### src/hdl/next_prime_search_unit_assert.svh
// Assertion macros for the next prime search unit.
// Needs clk and rst_n in the scope where a macro is used.
`ifndef NEXT_PRIME_SEARCH_UNIT_ASSERT_SVH
`define NEXT_PRIME_SEARCH_UNIT_ASSERT_SVH

// The consequent must hold in the same cycle as the antecedent.
`define NPS_ASSERT_SAME(label, ante, cons) \
    label: assert property (@(posedge clk) disable iff (!rst_n) (ante) |-> (cons)) \
        else $error("next prime search unit assertion failed");

// The consequent must hold in the cycle after the antecedent.
`define NPS_ASSERT_NEXT(label, ante, cons) \
    label: assert property (@(posedge clk) disable iff (!rst_n) (ante) |=> (cons)) \
        else $error("next prime search unit assertion failed");

`endif

### src/hdl/nps_pkg.sv
// Shared constants, types and control structs for the next prime search unit.
// Used by nps_rem_unit and next_prime_search_unit; depends on nothing.
package nps_pkg;

    localparam int VALUE_BITS = 32;
    localparam int CAND_BITS  = 31;
    localparam int DIV_BITS   = 16;
    localparam int SQ_BITS    = 32;
    localparam int STEP_BITS  = $clog2(CAND_BITS);

    typedef logic [CAND_BITS-1:0] cand_t;
    typedef logic [DIV_BITS-1:0]  divisor_t;
    typedef logic [SQ_BITS-1:0]   square_t;
    typedef logic [STEP_BITS-1:0] step_t;

    typedef struct packed {
        logic     start;
        cand_t    dividend;
        divisor_t divisor;
    } nps_rem_req_t;

    typedef struct packed {
        logic busy;
        logic done;
        logic rem_zero;
    } nps_rem_stat_t;

endpackage

### src/hdl/nps_rem_unit.sv
// Bit-serial restoring remainder unit: one dividend bit per cycle.
// Depends on nps_pkg for widths and the request and status structs.
module nps_rem_unit
(
    input  logic                  clk,
    input  logic                  rst_n,
    input  nps_pkg::nps_rem_req_t req,
    output nps_pkg::nps_rem_stat_t stat
);

    logic                active_reg;
    logic                active_next;
    logic                done_reg;
    logic                done_next;
    logic                zero_reg;
    logic                zero_next;
    nps_pkg::step_t      count_reg;
    nps_pkg::step_t      count_next;
    nps_pkg::cand_t      dvd_reg;
    nps_pkg::cand_t      dvd_next;
    nps_pkg::divisor_t   rem_reg;
    nps_pkg::divisor_t   rem_next;
    nps_pkg::divisor_t   dsr_reg;
    nps_pkg::divisor_t   dsr_next;
    logic [nps_pkg::DIV_BITS:0] trial;
    logic [nps_pkg::DIV_BITS:0] trial_diff;
    nps_pkg::divisor_t   rem_step;

    always_comb
    begin
        trial      = {rem_reg, dvd_reg[nps_pkg::CAND_BITS-1]};
        trial_diff = trial - {1'b0, dsr_reg};
        if (trial >= {1'b0, dsr_reg})
        begin
            rem_step = trial_diff[nps_pkg::DIV_BITS-1:0];
        end
        else
        begin
            rem_step = trial[nps_pkg::DIV_BITS-1:0];
        end
    end

    always_comb
    begin
        active_next = active_reg;
        done_next   = 1'b0;
        zero_next   = zero_reg;
        count_next  = count_reg;
        dvd_next    = dvd_reg;
        rem_next    = rem_reg;
        dsr_next    = dsr_reg;
        if (req.start && !active_reg)
        begin
            active_next = 1'b1;
            count_next  = '0;
            dvd_next    = req.dividend;
            rem_next    = '0;
            dsr_next    = req.divisor;
        end
        else if (active_reg)
        begin
            rem_next = rem_step;
            dvd_next = {dvd_reg[nps_pkg::CAND_BITS-2:0], 1'b0};
            if (count_reg == nps_pkg::step_t'(nps_pkg::CAND_BITS - 1))
            begin
                active_next = 1'b0;
                done_next   = 1'b1;
                zero_next   = (rem_step == '0);
            end
            else
            begin
                count_next = nps_pkg::step_t'(count_reg + 1'b1);
            end
        end
    end

    always_ff @(posedge clk or negedge rst_n)
    begin
        if (!rst_n)
        begin
            active_reg <= 1'b0;
            done_reg   <= 1'b0;
            count_reg  <= '0;
        end
        else
        begin
            active_reg <= active_next;
            done_reg   <= done_next;
            count_reg  <= count_next;
        end
    end

    always_ff @(posedge clk)
    begin
        zero_reg <= zero_next;
        dvd_reg  <= dvd_next;
        rem_reg  <= rem_next;
        dsr_reg  <= dsr_next;
    end

    assign stat.busy     = active_reg;
    assign stat.done     = done_reg;
    assign stat.rem_zero = zero_reg;

`include "next_prime_search_unit_assert.svh"

    `NPS_ASSERT_SAME(a_rem_less_than_divisor, active_reg && (count_reg != '0), rem_reg < dsr_reg)
    `NPS_ASSERT_NEXT(a_done_ends_run, done_next, !active_reg)
    `NPS_ASSERT_SAME(a_count_in_range, active_reg, count_reg <= nps_pkg::step_t'(nps_pkg::CAND_BITS - 1))

endmodule

### src/hdl/next_prime_search_unit.sv
// Top level of the next prime search unit: sequencer, square tracker and output register.
// Depends on nps_pkg, nps_rem_unit and the assertion macro header.
//
// Each beat on the input gives one beat on the output: the smallest prime that is not below
// the signed start value, where start values below two give two. The unit works on one start
// value at a time and holds stall high from acceptance until its result is registered. Each odd
// candidate is tested with the odd divisors d while d*d is at most the candidate; every such
// divisor is a run of the single bit-serial remainder unit, and an even candidate is stepped
// past without a division. The prime 2^31 - 1 alone needs 23169 divisors, and the composites
// tested before a prime add their own divisions to that.
// A finished result sits in an output register, so a new start value is taken while it waits.
module next_prime_search_unit
(
    input  logic        clk,
    input  logic        rst_n,
    input  logic        in_valid,
    output logic        in_stall,
    input  logic [31:0] start_value,
    output logic        out_valid,
    input  logic        out_stall,
    output logic [30:0] prime_found
);

    localparam logic [2:0] ST_IDLE = 3'd0;
    localparam logic [2:0] ST_TEST = 3'd1;
    localparam logic [2:0] ST_LOOP = 3'd2;
    localparam logic [2:0] ST_DIV  = 3'd3;
    localparam logic [2:0] ST_DONE = 3'd4;

    logic [2:0]                state_reg;
    logic [2:0]                state_next;
    nps_pkg::cand_t            cand_reg;
    nps_pkg::cand_t            cand_next;
    nps_pkg::divisor_t         div_reg;
    nps_pkg::divisor_t         div_next;
    nps_pkg::square_t          sq_reg;
    nps_pkg::square_t          sq_next;
    logic                      out_valid_reg;
    logic                      out_valid_next;
    nps_pkg::cand_t            prime_reg;
    nps_pkg::cand_t            prime_next;
    logic [nps_pkg::VALUE_BITS-1:0] raw_value;
    nps_pkg::cand_t            start_cand;
    logic                      sq_over;
    nps_pkg::nps_rem_req_t     rem_req;
    nps_pkg::nps_rem_stat_t    rem_stat;

    assign raw_value = start_value[nps_pkg::VALUE_BITS-1:0];
    assign sq_over   = sq_reg > nps_pkg::square_t'(cand_reg);

    always_comb
    begin
        if (raw_value[nps_pkg::VALUE_BITS-1]
            || (raw_value[nps_pkg::VALUE_BITS-2:0] < 2))
        begin
            start_cand = nps_pkg::cand_t'(2);
        end
        else
        begin
            start_cand = nps_pkg::cand_t'(raw_value[nps_pkg::VALUE_BITS-2:0]);
        end
    end

    always_comb
    begin
        rem_req.start    = (state_reg == ST_LOOP) && !sq_over;
        rem_req.dividend = cand_reg;
        rem_req.divisor  = div_reg;
    end

    nps_rem_unit u_rem
    (
        .clk   (clk),
        .rst_n (rst_n),
        .req   (rem_req),
        .stat  (rem_stat)
    );

    always_comb
    begin
        state_next     = state_reg;
        cand_next      = cand_reg;
        div_next       = div_reg;
        sq_next        = sq_reg;
        prime_next     = prime_reg;
        out_valid_next = out_valid_reg && out_stall;
        unique case (state_reg)
            ST_IDLE:
            begin
                if (in_valid)
                begin
                    cand_next  = start_cand;
                    state_next = ST_TEST;
                end
            end
            ST_TEST:
            begin
                if (cand_reg == nps_pkg::cand_t'(2))
                begin
                    state_next = ST_DONE;
                end
                else if (!cand_reg[0])
                begin
                    cand_next = nps_pkg::cand_t'(cand_reg + 1'b1);
                end
                else
                begin
                    div_next   = nps_pkg::divisor_t'(3);
                    sq_next    = nps_pkg::square_t'(9);
                    state_next = ST_LOOP;
                end
            end
            ST_LOOP:
            begin
                if (sq_over)
                begin
                    state_next = ST_DONE;
                end
                else
                begin
                    state_next = ST_DIV;
                end
            end
            ST_DIV:
            begin
                if (rem_stat.done)
                begin
                    if (rem_stat.rem_zero)
                    begin
                        cand_next  = nps_pkg::cand_t'(cand_reg + 1'b1);
                        state_next = ST_TEST;
                    end
                    else
                    begin
                        div_next   = nps_pkg::divisor_t'(div_reg + 2'd2);
                        sq_next    = nps_pkg::square_t'(sq_reg + {div_reg, 2'b00} + 3'd4);
                        state_next = ST_LOOP;
                    end
                end
            end
            ST_DONE:
            begin
                if (!out_valid_reg || !out_stall)
                begin
                    prime_next     = cand_reg;
                    out_valid_next = 1'b1;
                    state_next     = ST_IDLE;
                end
            end
            default:
            begin
                state_next = ST_IDLE;
            end
        endcase
    end

    always_ff @(posedge clk or negedge rst_n)
    begin
        if (!rst_n)
        begin
            state_reg     <= ST_IDLE;
            out_valid_reg <= 1'b0;
        end
        else
        begin
            state_reg     <= state_next;
            out_valid_reg <= out_valid_next;
        end
    end

    always_ff @(posedge clk)
    begin
        cand_reg  <= cand_next;
        div_reg   <= div_next;
        sq_reg    <= sq_next;
        prime_reg <= prime_next;
    end

    assign in_stall    = (state_reg != ST_IDLE);
    assign out_valid   = out_valid_reg;
    assign prime_found = prime_reg;

`include "next_prime_search_unit_assert.svh"

    `NPS_ASSERT_SAME(a_start_only_when_free, rem_req.start, !rem_stat.busy)
    `NPS_ASSERT_SAME(a_done_only_in_div, rem_stat.done, state_reg == ST_DIV)
    `NPS_ASSERT_SAME(a_result_odd_or_two, out_valid_reg, prime_reg[0] || (prime_reg == nps_pkg::cand_t'(2)))
    `NPS_ASSERT_NEXT(a_accept_starts_test, in_valid && !in_stall, state_reg == ST_TEST)

endmodule

### config.mk
export PLATFORM = sky130hd
export DESIGN_NAME = next_prime_search_unit
export DESIGN_NICKNAME = d
export VERILOG_FILES = /design/src/hdl/nps_pkg.sv /design/src/hdl/nps_rem_unit.sv /design/src/hdl/next_prime_search_unit.sv
export VERILOG_INCLUDE_DIRS = /design/src /design/src/hdl
export SDC_FILE = /design/constraint.sdc
export NUM_CORES = 1
export LEC_CHECK = 0
export BUFFER_PORTS_ARGS = -buffer_cell sky130_fd_sc_hd__buf_4
export CAP_MARGIN = 10
export CORE_MARGIN = 2
export CORE_UTILIZATION = 47
export DETAILED_ROUTE_END_ITERATION = 12
export SKIP_LAST_GASP = 1
export SLEW_MARGIN = 0
export SYNTH_ARGS = -nofsm -noshare
export SYNTH_HDL_FRONTEND = slang
export SYNTH_SLANG_ARGS = --single-unit
### constraint.sdc
create_clock -name clk -period 5.8 [get_ports clk]
set_clock_uncertainty 0.15 [all_clocks]
set_input_delay 1.74 -clock clk [delete_from_list [all_inputs] [get_ports clk]]
set_output_delay 1.74 -clock clk [all_outputs]
set_load 0.01 [all_outputs]
# After elaboration in Yosys (flattened, before gate mapping)

Index checks and enable logic that the tools add are counted.

Latch bits: 0
Memories: 0
Output and inout port bits: 33
Bits in writable memories: 0
Bits in registers: 185
ROM bits: 0
Input port bits: 36

$add $sub $neg: 6
Multiply operators: 0
Muxes and demuxes: 39
Reduce and logical (&&, ||, !) cells: 22
Divide/modulo/power cells: 0
Equal/unequal tests: 16
Shift operators: 0
Bitwise logic cells: 1
$lt $le $gt $ge: 3

Operator list:

| kind                    | number |
|---|---|
| $mux W31                | 8 |
| $mux W32                | 4 |
| $pmux W31 S3            | 1 |
| $mux W16                | 5 |
| $pmux W32 S2            | 1 |
| $add A32 B18 Y32        | 1 |
| $add A32 B3 Y32 const B | 1 |
| $gt A32 B31 Y1          | 1 |
| $pmux W16 S2            | 1 |
| $add A31 B1 Y31 const B | 1 |
| $eq A31 B2 Y1 const B   | 1 |
| $lt A31 B2 Y1 const B   | 1 |
| $mux W3                 | 6 |
| $ge A17 B16 Y1          | 1 |
| $add A16 B2 Y16 const B | 1 |
| $logic_not A16 Y1       | 1 |
| $sub A16 B16 Y16        | 1 |
| $mux W5                 | 3 |
| $pmux W3 S5             | 1 |
| $ne A2 B2 Y1 const B    | 6 |
| $reduce_and A5 Y1       | 2 |
| $mux W1                 | 8 |
| $eq A3 B2 Y1 const B    | 2 |
| $ne A2 B1 Y1 const B    | 3 |
| 17 further kinds        | 26 |

# Depth between registers and ports, before layout

Depth after elaboration: 6
Depth in mapped cells: 13

# By module

A second synthesis with hierarchy kept.

Cells, all modules: 1032
Area total of the unflattened synthesis: 10854.2 um2

By module, submodules not included:

| module                 | sequential area each (um2) | cells an instance | times used | area an instance (um2) |
|---|---|---|---|---|
| next_prime_search_unit | 3283.1                     | 683               | 1          | 6970.4 |
| nps_rem_unit           | 1936.9                     | 349               | 1          | 3883.7 |

# Worst setup path before layout

No wires, ideal clock.

Kind: input-to-reg
From: input port out_stall
To: register prime_reg[0] (netlist: prime_found[0]), enable pin
Arrival time: 3.249 ns
Setup slack: 1.971 ns
Data required time: 5.221 ns
Buffers on the path: 0
Stages on the path: 1
Library setup time: 0.429 ns
Cells stage by stage: a21oi_1

Cells in the longest elaborated chain, start to end: 3

RTL lines:

| item                               | RTL line                      | source |
|---|---|---|
| start: declaration                 | next_prime_search_unit.sv:20  | `input logic out_stall,` |
| $logic_not A1 Y1                   | next_prime_search_unit.sv:143 | `if (!out_valid_reg \|\| !out_stall)` |
| $logic_or A1 B1 Y1                 | next_prime_search_unit.sv:143 |  |
| $reduce_and A2 Y1 (no source line) | -                             |  |
| end signal: assignment             | next_prime_search_unit.sv:176 | `prime_reg <= prime_next;` |
| end: declaration                   | next_prime_search_unit.sv:40  | `nps_pkg::cand_t prime_reg;` |

No other way between the ends.
A chain may end at the register's enable or synchronous reset.

# Worst setup path in the final report

From: register cand_reg[29]
To: register u_rem.dsr_reg[15], enable pin

Cells in the longest elaborated chain, start to end: 4

RTL lines:

| item                     | RTL line                      | source |
|---|---|---|
| start: declaration       | next_prime_search_unit.sv:32  | `nps_pkg::cand_t cand_reg;` |
| start signal: assignment | next_prime_search_unit.sv:173 | `cand_reg <= cand_next;` |
| $gt A32 B31 Y1           | next_prime_search_unit.sv:49  | `assign sq_over = sq_reg > nps_pkg::square_t'(cand_reg);` |
| $logic_not A1 Y1         | next_prime_search_unit.sv:66  | `rem_req.start = (state_reg == ST_LOOP) && !sq_over;` |
| $logic_and A1 B1 Y1      | next_prime_search_unit.sv:66  |  |
| $logic_and A1 B1 Y1      | nps_rem_unit.sv:52            | `if (req.start && !active_reg)` |
| end signal: assignment   | nps_rem_unit.sv:98            | `dsr_reg <= dsr_next;` |
| end: declaration         | nps_rem_unit.sv:23            | `nps_pkg::divisor_t dsr_reg;` |

No other way between the ends.

==> results summary <==
The critical path arrival is 4.20 ns. The share of total power dissipated in the clock network is 17.1%. The maximum buffer depth of the clock tree came out at 2.

Sequential elements use 48.23% of the synthesized area. The layer with the highest usage is met1. The achievable clock frequency came out at 236.9 MHz.

The clock tree from TritonCTS is yes. The switching share of total power is 42.81%. The maximum ir drop on the vdd rail is 0.0002236 V.

The average wire per standard cell came out at 19.55 um. The fraction of final layout cells sized beyond drive strength 1 came out at 11.80%. The post-CTS clock slew at the launch and capture registers of the worst setup and hold paths is 0.08 ns. For met1 alone, demand over resource in global routing was 35.00%. The tightest min-delay check is of the flip-flop to flip-flop type. The design internal power came out at 3943 uW. The classification of the worst setup path is flip-flop to flip-flop. Among cell families on the critical path, the largest total delay comes from simple AND/OR/NAND/NOR gates. The most critical setup path has its endpoint at u_rem.dsr_reg[15]$_DFFE_PP_. The net count after synthesis came out at 1140. The repair_antennas step left the layout with diodes totalling 0.

The later pin in the worst-skew pair is clocked with a latency of 0.44 ns. The filler-free cell count of the finished design came out at 1378. The height of the chip is 155.3 um. The met2 usage in global routing is 33.42%. The headroom to the max-slew limit is 28.74%.

The worst-path cell with the longest stage delay is nor2_4. The setup TNS came out at 0 ns. The number of nets in the layout is 1199.

The number of synthesized register bits is 180. In this run, CTS created clock tree buffers numbering 17. The number of distinct library cells after synthesis came out at 79.

The initial antenna violation count is 0. The flow ran to the end, and the final reports show no timing, DRC or antenna violations. The first detailed-routing pass took 5 iterations. The total number of placement rows came out at 55. The number of warnings issued by yosys is 0. The critical path endpoint category is a flip-flop. The number of cells on the worst reg-to-reg path is 10.

After detailed routing, the number of remaining DRC violations is 0. The critical path contains buffers and inverters numbering 2 combined. Max-cap violations in this run came to 0. STA classifies the critical path startpoint as a flip-flop.

For this design the static power due to leakage is 0.004872 uW. The number of enable-type register cells in the synthesized netlist came out at 153. The gate count of the mapped netlist came out at 1021. Walking the worst path, the cells encountered are inv_1 > ha_1 > and4_1 > a2111oi_0 > nor2b_1 > o211a_1 > a31oi_1 > nand3b_4 > nor2_4 > buf_4. The clock tree synthesis step divided the H-tree into 4 levels.

The initial utilization of the core area, before any placement, comes to 47.67%. The endpoint identified for the worst register-to-register timing path is u_rem.dsr_reg[15]$_DFFE_PP_. The die is 155.3 um wide. After global routing the overflow that remains totals 0. The total count of hold-check failures in the final report came to 0. The estimated wirelength of the detail-placed design came out at 19720 um. The number of vias per cell after detailed routing is 5.864. Hold repair after CTS inserted 0 buffers. The via count of the first global-routing pass came out at 7582.

Setup repair after global routing left no endpoint under its margin. The power per standard cell area came out at 567.5 mW/mm^2. The number of top-level design ports is 69. The final clock period utilization by the worst path came out at 72.78%. By area the synthesized netlist is led by edfxtp_1, ha_1, xnor2_1, nand2_1, mux2_1. The number of resized instances in the post-cts repair step is 0. Setup violations remaining at the end of the flow were counted as 0.

The transition time of the tightest slew-check pin came out at 1.067 ns. The reg-to-reg startpoint is cand_reg[29]$_DFFE_PP_. Global routing consumed, on the met3 layer, 4.373% of the routing resources. The total clock sinks is 180.

The start point of the critical path is cand_reg[29]$_DFFE_PP_. The placed instance count came out at 1346. The required time of the critical path is 5.78 ns.

The average cell area after synthesis is 10.54 um^2. The synthesized design spends more area on one cell type than any other, namely edfxtp_1. In the synthesized netlist the async set-or-reset flop fraction comes to 6.111%. The detailed-route wire length came out at 26940 um. The area of the die is 0.02412 mm^2.

Power comes to 6894 uW. The utilization after layout came out at 53.82%. The overall routing resource usage came out at 22.99%. The number of pins exceeding their max-slew limit in the final report came to 0. The first-pass GRT wire length came out at 42930 um. The delay of the slowest cell on the worst path came out at 0.87 ns. The cell area that synthesis handed to floorplanning was 0.01076 mm^2. The share of power burned in registers is 38.8%. The core outline area is 0.02257 mm^2. The reported net switching power came out at 2951 uW.

The first routing iteration left 872 violations. The minimum clock period after layout is 4.221 ns. Clock tree synthesis selected as its root buffer the cell clkbuf_16.

The logic depth of the worst setup path including buffers came out at 10. The routed layout has 8080 vias. The share of synthesized area in the top cell type comes to 42.70%.

Relative to the synthesized area, the layout overhead comes to 12.90%. The combinational share of power is 44.0%. The port buffer count is 68. The largest net degree at the start of global routing came out at 52. The most used flip-flop cell after synthesis is edfxtp_1.

The filler cell count came out at 1993. The number of nets still failing antenna checks after routing came out at 0. The post-CTS repair timing setup buffer count came out at 0. The final RePlAce weighted congestion is 0.8485. The slack of the worst reg-to-reg path is 1.58 ns. The largest fanout of any net on the critical path came out at 31.
-- placed cells by master (no fill, tap or decap), drive strengths merged, types with 10 or more instances in the layout --
cell	n
ha	81
dfxtp	16
edfxtp	153
nor2	82
clkbuf	17
or3	10
nand3	33
inv	72
nand4	26
and3	13
buf	75
mux2i	11
dfrtp	11
xnor2	40
nor4	18
xor2	23
nand2	93
a21o	26
mux2	31
a21oi	53
nor3	20
o21ai	64
-- worst min-delay path: cells and delay by family (launching register included) --
kind / cells / cell delay (ns)
flip-flops: 1 / 0.31
AO/OA/AOI/OAI: 1 / 0.07
AND/OR/NAND/NOR: 1 / 0.05
-- how the worst min path moves through the flow --
stage	start	slack (ns)	end	depth (start not counted)
floorplan	cand_reg[2]$_DFFE_PP_	0.27	prime_found[2]$_DFFE_PP_	0
global placement	u_rem.rem_reg[15]$_SDFFE_PP0P_	0.30	u_rem.rem_reg[15]$_SDFFE_PP0P_	2
detailed placement	u_rem.rem_reg[9]$_SDFFE_PP0P_	0.33	u_rem.rem_reg[9]$_SDFFE_PP0P_	2
CTS	u_rem.rem_reg[15]$_SDFFE_PP0P_	0.33	u_rem.rem_reg[15]$_SDFFE_PP0P_	2
global route	u_rem.rem_reg[15]$_SDFFE_PP0P_	0.35	u_rem.rem_reg[15]$_SDFFE_PP0P_	2
finish	u_rem.rem_reg[15]$_SDFFE_PP0P_	0.34	u_rem.rem_reg[15]$_SDFFE_PP0P_	2
-- power by group through the flow --
stage / logic, uW / registers, uW / clock network, uW
6_report: 3040 / 2680 / 1180
5_1_grt: 3420 / 2750 / 1250
4_1_cts: 3020 / 2670 / 1200
3_5_place_dp: 2990 / 2700 / 0
3_3_place_gp: 2950 / 2690 / 0
2_1_floorplan: 2340 / 2430 / 0
-- logic make-up (layout without fill, tap and decap cells) --
kind of cell / Yosys count / after routing / synth area share [%]
simple gates: 335 / 335 / 15.72
flops: 180 / 180 / 48.23
compound gates: 217 / 217 / 13.06
buf+inv: 101 / 173 / 3.802
mux: 42 / 42 / 4.267
fa+ha+maj: 83 / 83 / 9.791
xor+xnor: 63 / 63 / 5.128
-- synthesized netlist by cell type (3+ instances only) --
library cell,instances
nand2b_1,7
inv_1,64
o31ai_1,4
a211oi_1,8
and4_1,8
dfxtp_1,16
nand2_1,93
clkbuf_1,24
a2bb2oi_1,3
edfxtp_1,153
ha_1,81
xor2_1,23
nor2_1,80
or3_1,10
a31oi_1,7
buf_2,4
a21oi_1,53
a221o_1,6
a21o_1,26
buf_6,3
nand3_1,33
mux2_1,29
xnor2_1,40
o21a_1,3
dfrtp_1,11
nor3_1,18
nor2b_1,7
o31a_1,3
mux2i_1,11
o211ai_1,3
a32oi_1,4
nor4_1,16
o21ai_0,58
and2_1,8
o311ai_0,3
and3_1,13
o21ai_1,5
a31o_2,3
nand4_1,25
-- per-stage QoR --
| stage | cell area (um^2) | setup slack (ns) | hold slack [ns] |
|---|---|---|---|
| after floorplan | 10760 | 1.971 | 0.2706 |
| after global placement | 11540 | 1.688 | 0.2977 |
| after detailed placement | 11540 | 1.673 | 0.3251 |
| after CTS | 12150 | 1.611 | 0.3267 |
| after global routing | 12150 | 1.227 | 0.3514 |
| final | 12150 | 1.579 | 0.3361 |
-- routing by layer --
| metal | up-vias | routed length (um) |
|---|---|---|
| met1 | 3899 | 13290 |
| met5 | - | 0 |
| met4 | 0 | 446 |
| met2 | 247 | 11700 |
| li1 | 3904 | - |
| met3 | 30 | 1507 |
-- final cells by class --
cell class	count	area, um^2	share of cell area [%]
clock buffer	17	425.4	3.502
inverter	66	247.7	2.039
sequential	180	5190	42.72
tap	285	356.6	2.935
multi-input combinational	740	5185	42.68
clock inverter	15	180.2	1.483
timing repair buffer	75	563.0	4.635
(Power assumes the default switching activity.)
